--- src/sv/rnd_pkg.sv ---
package rnd_pkg;

  localparam int unsigned QUEUE_DEPTH = 4;

  localparam int unsigned BYTE_W   = 8;
  localparam int unsigned POS_W    = 32;
  localparam int unsigned CFG_W    = 16;
  localparam int unsigned CFG_IDX_W = 1;
  localparam int unsigned COUNT_W  = 6;

  localparam logic [CFG_IDX_W-1:0] REG_WIDTH  = 1'b0;
  localparam logic [CFG_IDX_W-1:0] REG_HEIGHT = 1'b1;

  localparam logic [1:0] OP_DELTA   = 2'b00;
  localparam logic [1:0] OP_REPEAT  = 2'b01;
  localparam logic [1:0] OP_SKIP    = 2'b10;
  localparam logic [1:0] OP_LITERAL = 2'b11;

  typedef enum logic [2:0] {
    MODE_CMD,
    MODE_LIT,
    MODE_REP,
    MODE_SKIPCNT,
    MODE_DFIRST,
    MODE_DNIB
  } mode_t;

  typedef struct packed {
    logic [BYTE_W-1:0] value;
    logic [POS_W-1:0]  pos;
    logic [BYTE_W-1:0] len;
  } run_t;

  typedef struct packed {
    run_t run0;
    logic has1;
    run_t run1;
  } entry_t;

  function automatic logic [BYTE_W-1:0] delta_add(input logic [3:0] nib);
    delta_add = {{(BYTE_W-4){nib[3]}}, nib};
  endfunction

  function automatic logic [POS_W-1:0] sat_add(input logic [POS_W-1:0] a,
                                               input logic [BYTE_W:0] b);
    logic [POS_W:0] sum;
    sum = {1'b0, a} + (POS_W+1)'(b);
    sat_add = sum[POS_W] ? {POS_W{1'b1}} : sum[POS_W-1:0];
  endfunction

endpackage

--- src/sv/rnd_front.sv ---
module rnd_front (
  input  logic                          clk,
  input  logic                          rst_n,
  input  logic                          in_valid,
  output logic                          in_stall,
  input  logic [rnd_pkg::BYTE_W-1:0]    in_stream_byte,
  input  logic                          in_frame_start,
  input  logic                          q_full,
  output logic                          q_push,
  output rnd_pkg::entry_t               q_entry
);
  import rnd_pkg::*;

  mode_t               mode_r, mode_nxt, mode_eff;
  logic [COUNT_W-1:0]  pend_r, pend_nxt, pend_eff, pend_m1, pend_m2;
  logic [BYTE_W-1:0]   rv_r, rv_nxt, rv_eff;
  logic [POS_W-1:0]    pos_r, pos_nxt, pos_eff;

  logic                accept;
  logic [BYTE_W-1:0]   b;
  logic [5:0]          cnt;
  logic [1:0]          op;
  logic [BYTE_W-1:0]   v1, v2;
  logic [BYTE_W-1:0]   run0_value, run0_len, run1_value;
  logic                has1;
  logic [BYTE_W:0]     pos_adv;

  assign in_stall = q_full;
  assign accept   = in_valid && !q_full;
  assign b        = in_stream_byte;
  assign cnt      = b[7:2];
  assign op       = b[1:0];

  assign mode_eff = in_frame_start ? MODE_CMD : mode_r;
  assign pend_eff = in_frame_start ? '0 : pend_r;
  assign rv_eff   = in_frame_start ? '0 : rv_r;
  assign pos_eff  = in_frame_start ? '0 : pos_r;

  assign pend_m1  = pend_eff - COUNT_W'(1);
  assign pend_m2  = pend_eff - COUNT_W'(2);
  assign v1       = rv_eff + delta_add(b[7:4]);
  assign v2       = v1 + delta_add(b[3:0]);

  // next parse mode
  always_comb begin
    mode_nxt = MODE_CMD;
    case (mode_eff)
      MODE_LIT:     mode_nxt = MODE_CMD;
      MODE_REP:     mode_nxt = MODE_CMD;
      MODE_SKIPCNT: mode_nxt = MODE_CMD;
      MODE_DFIRST:  mode_nxt = (pend_m1 == '0) ? MODE_CMD : MODE_DNIB;
      MODE_DNIB: begin
        if (pend_m1 == '0 || pend_m2 == '0) mode_nxt = MODE_CMD;
        else mode_nxt = MODE_DNIB;
      end
      MODE_CMD: begin
        case (op)
          OP_LITERAL: mode_nxt = MODE_LIT;
          OP_REPEAT:  mode_nxt = MODE_REP;
          OP_SKIP:    mode_nxt = (cnt == '0) ? MODE_SKIPCNT : MODE_CMD;
          OP_DELTA:   mode_nxt = (cnt == '0) ? MODE_CMD : MODE_DFIRST;
          default:    mode_nxt = MODE_CMD;
        endcase
      end
      default: mode_nxt = MODE_CMD;
    endcase
  end

  // runs and datapath state
  always_comb begin
    pend_nxt   = pend_eff;
    rv_nxt     = rv_eff;
    run0_value = '0;
    run0_len   = '0;
    run1_value = '0;
    has1       = 1'b0;
    case (mode_eff)
      MODE_LIT: begin
        run0_value = b;
        run0_len   = BYTE_W'(1);
      end
      MODE_REP: begin
        run0_value = b;
        run0_len   = BYTE_W'(pend_eff);
        pend_nxt   = '0;
      end
      MODE_SKIPCNT: begin
        run0_len = b;
      end
      MODE_DFIRST: begin
        rv_nxt     = b;
        run0_value = b;
        run0_len   = BYTE_W'(1);
        pend_nxt   = pend_m1;
      end
      MODE_DNIB: begin
        run0_value = v1;
        run0_len   = BYTE_W'(1);
        if (pend_m1 != '0) begin
          has1       = 1'b1;
          run1_value = v2;
          rv_nxt     = v2;
          pend_nxt   = pend_m2;
        end else begin
          rv_nxt   = v1;
          pend_nxt = pend_m1;
        end
      end
      MODE_CMD: begin
        case (op)
          OP_REPEAT: pend_nxt = cnt;
          OP_SKIP:   run0_len = BYTE_W'(cnt);
          OP_DELTA: begin
            if (cnt != '0) pend_nxt = cnt;
          end
          default: pend_nxt = pend_eff;
        endcase
      end
      default: pend_nxt = pend_eff;
    endcase
  end

  assign pos_adv = {1'b0, run0_len} + (BYTE_W+1)'(has1);
  assign pos_nxt = sat_add(pos_eff, pos_adv);

  assign q_entry.run0.value = run0_value;
  assign q_entry.run0.pos   = pos_eff;
  assign q_entry.run0.len   = run0_len;
  assign q_entry.has1       = has1;
  assign q_entry.run1.value = run1_value;
  assign q_entry.run1.pos   = sat_add(pos_eff, (BYTE_W+1)'(1));
  assign q_entry.run1.len   = BYTE_W'(1);
  assign q_push             = accept && (run0_len != '0);

  always_ff @(posedge clk) begin
    if (!rst_n) begin
      mode_r <= MODE_CMD;
      pend_r <= '0;
      rv_r   <= '0;
      pos_r  <= '0;
    end else if (accept) begin
      mode_r <= mode_nxt;
      pend_r <= pend_nxt;
      rv_r   <= rv_nxt;
      pos_r  <= pos_nxt;
    end
  end

  a_delta_count: assert property (@(posedge clk) disable iff (!rst_n)
    (mode_r == MODE_DNIB || mode_r == MODE_DFIRST) |-> pend_r != '0)
    else $error("delta mode with no pixels left");

endmodule

--- src/sv/rnd_queue.sv ---
module rnd_queue #(
  parameter int unsigned DEPTH = rnd_pkg::QUEUE_DEPTH
) (
  input  logic            clk,
  input  logic            rst_n,
  input  logic            push,
  input  rnd_pkg::entry_t push_entry,
  output logic            full,
  output logic            empty,
  output rnd_pkg::entry_t head,
  input  logic            pop
);
  import rnd_pkg::*;

  localparam int unsigned PTR_W = (DEPTH > 1) ? $clog2(DEPTH) : 1;
  localparam int unsigned CNT_W = $clog2(DEPTH + 1);

  entry_t             mem_r [DEPTH];
  logic [PTR_W-1:0]   wr_ptr_r, wr_ptr_nxt, rd_ptr_r, rd_ptr_nxt;
  logic [CNT_W-1:0]   count_r, count_nxt;

  assign full  = (count_r == CNT_W'(DEPTH));
  assign empty = (count_r == '0);
  assign head  = mem_r[rd_ptr_r];

  assign wr_ptr_nxt = (wr_ptr_r == PTR_W'(DEPTH - 1)) ? '0 : wr_ptr_r + PTR_W'(1);
  assign rd_ptr_nxt = (rd_ptr_r == PTR_W'(DEPTH - 1)) ? '0 : rd_ptr_r + PTR_W'(1);

  always_comb begin
    count_nxt = count_r;
    if (push && !pop) count_nxt = count_r + CNT_W'(1);
    else if (pop && !push) count_nxt = count_r - CNT_W'(1);
  end

  always_ff @(posedge clk) begin
    if (push) mem_r[wr_ptr_r] <= push_entry;
  end

  always_ff @(posedge clk) begin
    if (!rst_n) begin
      wr_ptr_r <= '0;
      rd_ptr_r <= '0;
      count_r  <= '0;
    end else begin
      if (push) wr_ptr_r <= wr_ptr_nxt;
      if (pop) rd_ptr_r <= rd_ptr_nxt;
      count_r <= count_nxt;
    end
  end

  a_no_overflow: assert property (@(posedge clk) disable iff (!rst_n)
    push |-> !full)
    else $error("push into full queue");

  a_no_underflow: assert property (@(posedge clk) disable iff (!rst_n)
    pop |-> !empty)
    else $error("pop from empty queue");

endmodule

--- src/sv/rnd_back.sv ---
module rnd_back (
  input  logic                          clk,
  input  logic                          rst_n,
  input  logic                          cfg_we,
  input  logic [rnd_pkg::CFG_IDX_W-1:0] cfg_index,
  input  logic [rnd_pkg::CFG_W-1:0]     cfg_wdata,
  input  logic                          q_empty,
  input  rnd_pkg::entry_t               q_head,
  output logic                          q_pop,
  output logic                          out_valid,
  input  logic                          out_stall,
  output logic [rnd_pkg::BYTE_W-1:0]    out_pixel_value,
  output logic [rnd_pkg::POS_W-1:0]     out_start_position,
  output logic [rnd_pkg::BYTE_W-1:0]    out_run_length,
  output logic                          out_last_of_item
);
  import rnd_pkg::*;

  logic [CFG_W-1:0]   width_r, height_r;
  logic [POS_W-1:0]   total_r;

  logic               sub_r, sub_nxt;
  logic               out_valid_r, out_valid_nxt;
  logic [BYTE_W-1:0]  value_r, value_nxt, len_r, len_nxt;
  logic [POS_W-1:0]   pos_r, pos_nxt;
  logic               last_r, last_nxt;

  logic               load_ok, k0, k1, emit;
  logic [POS_W-1:0]   remain0;
  logic [BYTE_W-1:0]  len0_clip;

  assign load_ok   = !out_valid_r || !out_stall;
  assign k0        = q_head.run0.pos < total_r;
  assign k1        = q_head.has1 && (q_head.run1.pos < total_r);
  assign remain0   = total_r - q_head.run0.pos;
  assign len0_clip = (remain0 < POS_W'(q_head.run0.len)) ? remain0[BYTE_W-1:0]
                                                        : q_head.run0.len;

  always_comb begin
    q_pop     = 1'b0;
    emit      = 1'b0;
    sub_nxt   = sub_r;
    value_nxt = value_r;
    pos_nxt   = pos_r;
    len_nxt   = len_r;
    last_nxt  = last_r;
    if (!q_empty && load_ok) begin
      if (!sub_r && k0) begin
        emit      = 1'b1;
        value_nxt = q_head.run0.value;
        pos_nxt   = q_head.run0.pos;
        len_nxt   = len0_clip;
        last_nxt  = !k1;
        if (k1) sub_nxt = 1'b1;
        else q_pop = 1'b1;
      end else begin
        emit      = k1;
        value_nxt = q_head.run1.value;
        pos_nxt   = q_head.run1.pos;
        len_nxt   = q_head.run1.len;
        last_nxt  = 1'b1;
        q_pop     = 1'b1;
        sub_nxt   = 1'b0;
      end
    end
  end

  assign out_valid_nxt = emit || (out_valid_r && out_stall);

  always_ff @(posedge clk) begin
    if (!rst_n) begin
      width_r  <= '0;
      height_r <= '0;
      total_r  <= '0;
    end else begin
      if (cfg_we && cfg_index == REG_WIDTH) width_r <= cfg_wdata;
      if (cfg_we && cfg_index == REG_HEIGHT) height_r <= cfg_wdata;
      total_r <= width_r * height_r;
    end
  end

  always_ff @(posedge clk) begin
    if (!rst_n) begin
      sub_r       <= 1'b0;
      out_valid_r <= 1'b0;
    end else begin
      sub_r       <= sub_nxt;
      out_valid_r <= out_valid_nxt;
    end
  end

  always_ff @(posedge clk) begin
    if (emit) begin
      value_r <= value_nxt;
      pos_r   <= pos_nxt;
      len_r   <= len_nxt;
      last_r  <= last_nxt;
    end
  end

  assign out_valid          = out_valid_r;
  assign out_pixel_value    = value_r;
  assign out_start_position = pos_r;
  assign out_run_length     = len_r;
  assign out_last_of_item   = last_r;

  a_len_nonzero: assert property (@(posedge clk) disable iff (!rst_n)
    out_valid_r |-> len_r != '0)
    else $error("empty run on output");

  a_second_run_held: assert property (@(posedge clk) disable iff (!rst_n)
    sub_r |-> (!q_empty && q_head.has1))
    else $error("second run pending without queue entry");

endmodule

--- src/sv/rle_nibble_delta_image_decoder.sv ---
// the first run of a byte passes through the queue memory and then the output registers
// throughput: one byte per cycle while in_stall is low; a delta byte carrying two pixels gives two output runs
// a queue of QUEUE_DEPTH entries between parser and run emitter absorbs those bursts
// config writes reach the clip limit through the width/height registers and then the registered w*h product
// rst_n is synchronous, active low: parser idle, position zero, queue and output empty
module rle_nibble_delta_image_decoder #(
  parameter int unsigned QUEUE_DEPTH = rnd_pkg::QUEUE_DEPTH
) (
  input  logic                          clk,
  input  logic                          rst_n,
  input  logic                          cfg_we,
  input  logic [rnd_pkg::CFG_IDX_W-1:0] cfg_index,
  input  logic [rnd_pkg::CFG_W-1:0]     cfg_wdata,
  input  logic                          in_valid,
  output logic                          in_stall,
  input  logic [rnd_pkg::BYTE_W-1:0]    in_stream_byte,
  input  logic                          in_frame_start,
  output logic                          out_valid,
  input  logic                          out_stall,
  output logic [rnd_pkg::BYTE_W-1:0]    out_pixel_value,
  output logic [rnd_pkg::POS_W-1:0]     out_start_position,
  output logic [rnd_pkg::BYTE_W-1:0]    out_run_length,
  output logic                          out_last_of_item
);
  import rnd_pkg::*;

  logic   q_push, q_full, q_empty, q_pop;
  entry_t q_entry, q_head;

  rnd_front u_front (
    .clk            (clk),
    .rst_n          (rst_n),
    .in_valid       (in_valid),
    .in_stall       (in_stall),
    .in_stream_byte (in_stream_byte),
    .in_frame_start (in_frame_start),
    .q_full         (q_full),
    .q_push         (q_push),
    .q_entry        (q_entry)
  );

  rnd_queue #(
    .DEPTH (QUEUE_DEPTH)
  ) u_queue (
    .clk        (clk),
    .rst_n      (rst_n),
    .push       (q_push),
    .push_entry (q_entry),
    .full       (q_full),
    .empty      (q_empty),
    .head       (q_head),
    .pop        (q_pop)
  );

  rnd_back u_back (
    .clk                (clk),
    .rst_n              (rst_n),
    .cfg_we             (cfg_we),
    .cfg_index          (cfg_index),
    .cfg_wdata          (cfg_wdata),
    .q_empty            (q_empty),
    .q_head             (q_head),
    .q_pop              (q_pop),
    .out_valid          (out_valid),
    .out_stall          (out_stall),
    .out_pixel_value    (out_pixel_value),
    .out_start_position (out_start_position),
    .out_run_length     (out_run_length),
    .out_last_of_item   (out_last_of_item)
  );

endmodule

--- config.mk ---
export PLATFORM = sky130hd
export DESIGN_NAME = rle_nibble_delta_image_decoder
export DESIGN_NICKNAME = d
export VERILOG_FILES = /design/src/sv/rnd_pkg.sv /design/src/sv/rnd_front.sv /design/src/sv/rnd_queue.sv /design/src/sv/rnd_back.sv /design/src/sv/rle_nibble_delta_image_decoder.sv
export SDC_FILE = /design/constraint.sdc
export NUM_CORES = 1
export LEC_CHECK = 0
export ABC_AREA = 1
export BUFFER_PORTS_ARGS = -buffer_cell sky130_fd_sc_hd__buf_4
export CORE_ASPECT_RATIO = 1.4
export CORE_MARGIN = 3
export CORE_UTILIZATION = 37
export DETAILED_ROUTE_END_ITERATION = 10
export HOLD_SLACK_MARGIN = 0.08
export PLACE_DENSITY = 0.63
export SLEW_MARGIN = 0
export SYNTH_ARGS = -nofsm -noshare
export SYNTH_HDL_FRONTEND = slang
export SYNTH_SLANG_ARGS = --single-unit
--- constraint.sdc ---
create_clock -name clk -period 17.5 [get_ports clk]
set_clock_uncertainty 0.15 [all_clocks]
set_input_delay 3.5 -clock clk [delete_from_list [all_inputs] [get_ports clk]]
set_output_delay 3.5 -clock clk [all_outputs]
set_load 0.02 [all_outputs]
==> flow_metrics.py <==
metrics = {
    "run_status": {
        "outcome": "finished clean",
    },
    "worst_setup_path": {
        "critPathSlowestCell": "nand2_1",
        "arrival_ns": 8.32,
        "worstPathRequired_ns": 17.88,
        "critical_path_buf_inv_count": 6,
        "end_kind": "flip-flop",
        "crit_type": "input pin to flip-flop",
        "max_stage_delay_ns": 0.53,
        "cp_top_family": "simple AND/OR/NAND/NOR gates",
        "crit_top_cell": "nand2_1",
        "critPathLaunchType": "input pin",
        "path_max_fanout": 23,
    },
    "routing": {
        "drt-total-wl_um": 98950,
        "antenna_left": 0,
        "vias": 27750,
        "drc": 0,
        "vias_per_cell": 5.127,
        "drtPass1Iterations": 8,
        "drt_iter0_drc": 2009,
        "wire_per_inst_um": 18.28,
    },
    "synth": {
        "synth_area_mm2": 0.03579,
        "synth_top_area_cell": "edfxtp_1",
        "yosysSeqAreaShare": 0.4091,
        "syn-instance-count": 4152,
        "synth_area_leaders": "edfxtp_1, fa_1, nand2_1",
        "syn_nets": 4590,
        "synthArstFlopShare": 0,
        "ys_ff_latch": 529,
        "avgSynthCellArea_um2": 8.621,
        "synth-edff-count": 405,
        "yosys_warnings": 0,
        "ys.flop_type": "edfxtp_1",
        "netlist.area_leader.share": 0.3398,
        "yosysUniqueCellTypes": 58,
    },
    "clocking": {
        "hold_buffers": 0,
        "post_cts_buffers": 0,
        "cts-root-buf": "clkbuf_16",
        "cts.repair.resized": 0,
        "clkLatencyLatePin_ns": 0.65,
        "cts_buffers": 54,
        "cts_max_path_buffers": 3,
        "htree_levels": 2,
        "clkSlewWorstSetupHoldPaths_ns": 0.06,
        "numClockSinks": 529,
        "cts_tree": "yes",
    },
    "place": {
        "globalplace.congestion": 0.9416,
        "port-buffer-count": 81,
        "dp_hpwl_um": 72680,
        "place_ws_ns": 8.907,
    },
    "timing": {
        "hold_violations": 0,
        "worst_slew_pin_slew_ns": 1.187,
        "finalWorstSetupSlack_ns": 9.553,
        "post-route-min-period_ns": 7.947,
        "maxSlewHeadroom": 0.2065,
        "rsz0062_at_grt": "no",
        "finalSetupViolCount": 0,
        "tns_ns": 0,
        "final_max_slew_viol_count": 0,
        "fmax_mhz": 125.8,
        "finalCritPeriodShare": 0.4541,
    },
    "die": {
        "dieWidth_um": 268.9,
        "start_util": 0.3745,
        "dieArea_mm2": 0.1006,
        "ioPinCount": 82,
        "dieHeight_um": 374.0,
        "placementRows": 134,
        "core_mm2": 0.09557,
    },
    "pwr": {
        "p_clk_frac": 0.254,
        "powerDensity_mw_per_mm2": 118.9,
        "p_int_mw": 2.766,
        "p_leak_nw": 17.80,
        "p_switching_mw": 1.902,
        "pwr-share-seq": 0.348,
        "worst_ir_drop_vdd_v": 0.00009021,
        "p_comb_frac": 0.398,
        "swShare": 0.4074,
    },
    "finish": {
        "diodes": 0,
        "fin_nets": 4580,
        "multiInputGateArea_mm2": 0.01760,
        "mostFrequentLayoutCells": "nand2_1, inv_1, edfxtp_1, nor2_1, o21ai_0",
        "area.sequential_mm2": 0.01465,
        "nFillCells": 9514,
        "area_delta_synth_final_pct": 9.707,
        "final_common_cell": "nand2_1",
        "drive_gt1_frac": 0.07498,
    },
    "grt": {
        "grt_start_max_net_pins": 83,
        "grt_pass1_wl_um": 153300,
        "grt_remaining_overflow": 0,
        "antenna_found_initial": 1,
        "grt_pass1_vias": 27240,
        "track_usage": 0.1958,
    },
    "worst_hold_path": {
        "hold_class": "flip-flop to flip-flop",
    },
    "job": {
        "drv_cap": 0,
    },
}
-- layer usage --
layer,global-route usage,routed length [um],share of wire,vias up
met2,0.3389,49040,0.50,779
met3,0.02164,4725,0.048,203
li1,-,-,-,13350
met1,0.2486,41060,0.41,13410
met5,0,13,0.00013,-
met4,0.07833,4107,0.042,2
-- cell type report --
| type | instances | share of cell area |
|---|---|---|
| clock inverters | 36 | 0.01000 |
| inverters | 768 | 0.07354 |
| well taps | 1224 | 0.03900 |
| clock buffers | 66 | 0.03661 |
| flip-flops and latches | 529 | 0.3730 |
| repair buffers | 102 | 0.01950 |
| multi-input cells | 2687 | 0.4483 |
-- registers in the layout (all words and copies together) (netlist names), 2 cells and up, named ones only --
signal                     cells
u_queue.mem_r                356
u_back.out_start_position     32
u_back.total_r                32
u_front.pos_r                 32
u_back.height_r               16
u_back.width_r                16
u_back.out_pixel_value         8
u_back.out_run_length          8
u_front.rv_r                   8
u_front.pend_r                 6
u_front.mode_r                 3
u_queue.count_r                3
u_queue.rd_ptr_r               2
u_queue.wr_ptr_r               2
-- cell usage after synthesis (22+ instances only) --
cell type / instances
a21oi_1: 192
nand4_1: 37
xor2_1: 38
inv_1: 744
nand2_1: 950
edfxtp_1: 405
nor2_1: 356
nor2_2: 23
o22ai_1: 52
fa_1: 200
nand3_1: 122
inv_2: 22
ha_1: 207
clkbuf_1: 146
a32o_1: 38
nor3_1: 22
o21ai_0: 258
dfxtp_1: 124
-- power groups by stage --
| stage | registers, mW | clock network, mW | logic (mW) |
|---|---|---|---|
| after floorplan | 1.62 | 0 | 1.29 |
| after CTS | 1.62 | 1.21 | 1.87 |
| after global placement | 1.65 | 0 | 1.84 |
| after global routing | 1.64 | 1.25 | 2.10 |
| after detailed placement | 1.65 | 0 | 1.86 |
| final | 1.62 | 1.18 | 1.86 |
-- cell families (layout without fill, tap and decap cells) --
family,after synthesis,in the layout,share of synthesized area
simple gates,1586,1586,0.1878
buf+inv,936,972,0.1002
compound gates,640,640,0.1052
flops,529,529,0.4091
fa+ha+maj,407,407,0.1842
xor+xnor,54,54,0.01342
-- per-stage QoR --
| step | area [um2] | utilization | hold WS [ns] | total power, mW | std cells |
|---|---|---|---|---|---|
| 3_5_place_dp | 37440 | 0.3918 | 0.3084 | 3.511 | 5310 |
| 5_1_grt | 39270 | 0.4109 | 0.3416 | 4.990 | 5412 |
| 4_1_cts | 39270 | 0.4109 | 0.3185 | 4.700 | 5412 |
| 3_3_place_gp | 37440 | 0.3918 | 0.3027 | 3.486 | 5310 |
| 6_report | 39270 | 0.4109 | 0.3130 | 4.668 | 5412 |
| 2_1_floorplan | 35790 | - | 0.2953 | 2.909 | 4152 |
-- final timing paths --
check                                             startpoint                               to  slack, ns  cells after the start
worst max-delay path                          in_frame_start   u_front.pos_r[19]$_SDFFE_PN0P_       9.55                     26
worst min-delay path            u_front.rv_r[1]$_SDFFE_PN0P_     u_front.rv_r[1]$_SDFFE_PN0P_       0.31                      2
worst max register to register                     flip-flop  u_queue.count_r[2]$_SDFFE_PN0P_      10.64                     26
worst min register to register  u_front.rv_r[1]$_SDFFE_PN0P_     u_front.rv_r[1]$_SDFFE_PN0P_       0.31                      2
-- worst reg2reg max path, cell delays in order (launching register included) --
cell,delay (ns)
dfxtp_4,0.51
inv_4,0.72
buf_4,0.60
buf_4,0.56
nand2_1,0.14
a32o_1,0.31
ha_1,0.44
nand2_1,0.16
nor2_1,0.26
nand2_1,0.13
nor2_1,0.10
nand2_1,0.10
nand3_1,0.12
a21oi_1,0.09
inv_1,0.08
nand2_2,0.05
inv_2,0.41
nand3_1,0.42
nand2_1,0.32
ha_1,0.19
inv_1,0.07
fa_1,0.38
nor2_1,0.11
nor2_1,0.04
nand2_1,0.08
o21ai_0,0.08
a21oi_1,0.16
Note: power is estimated with default switching activity, not from simulation.
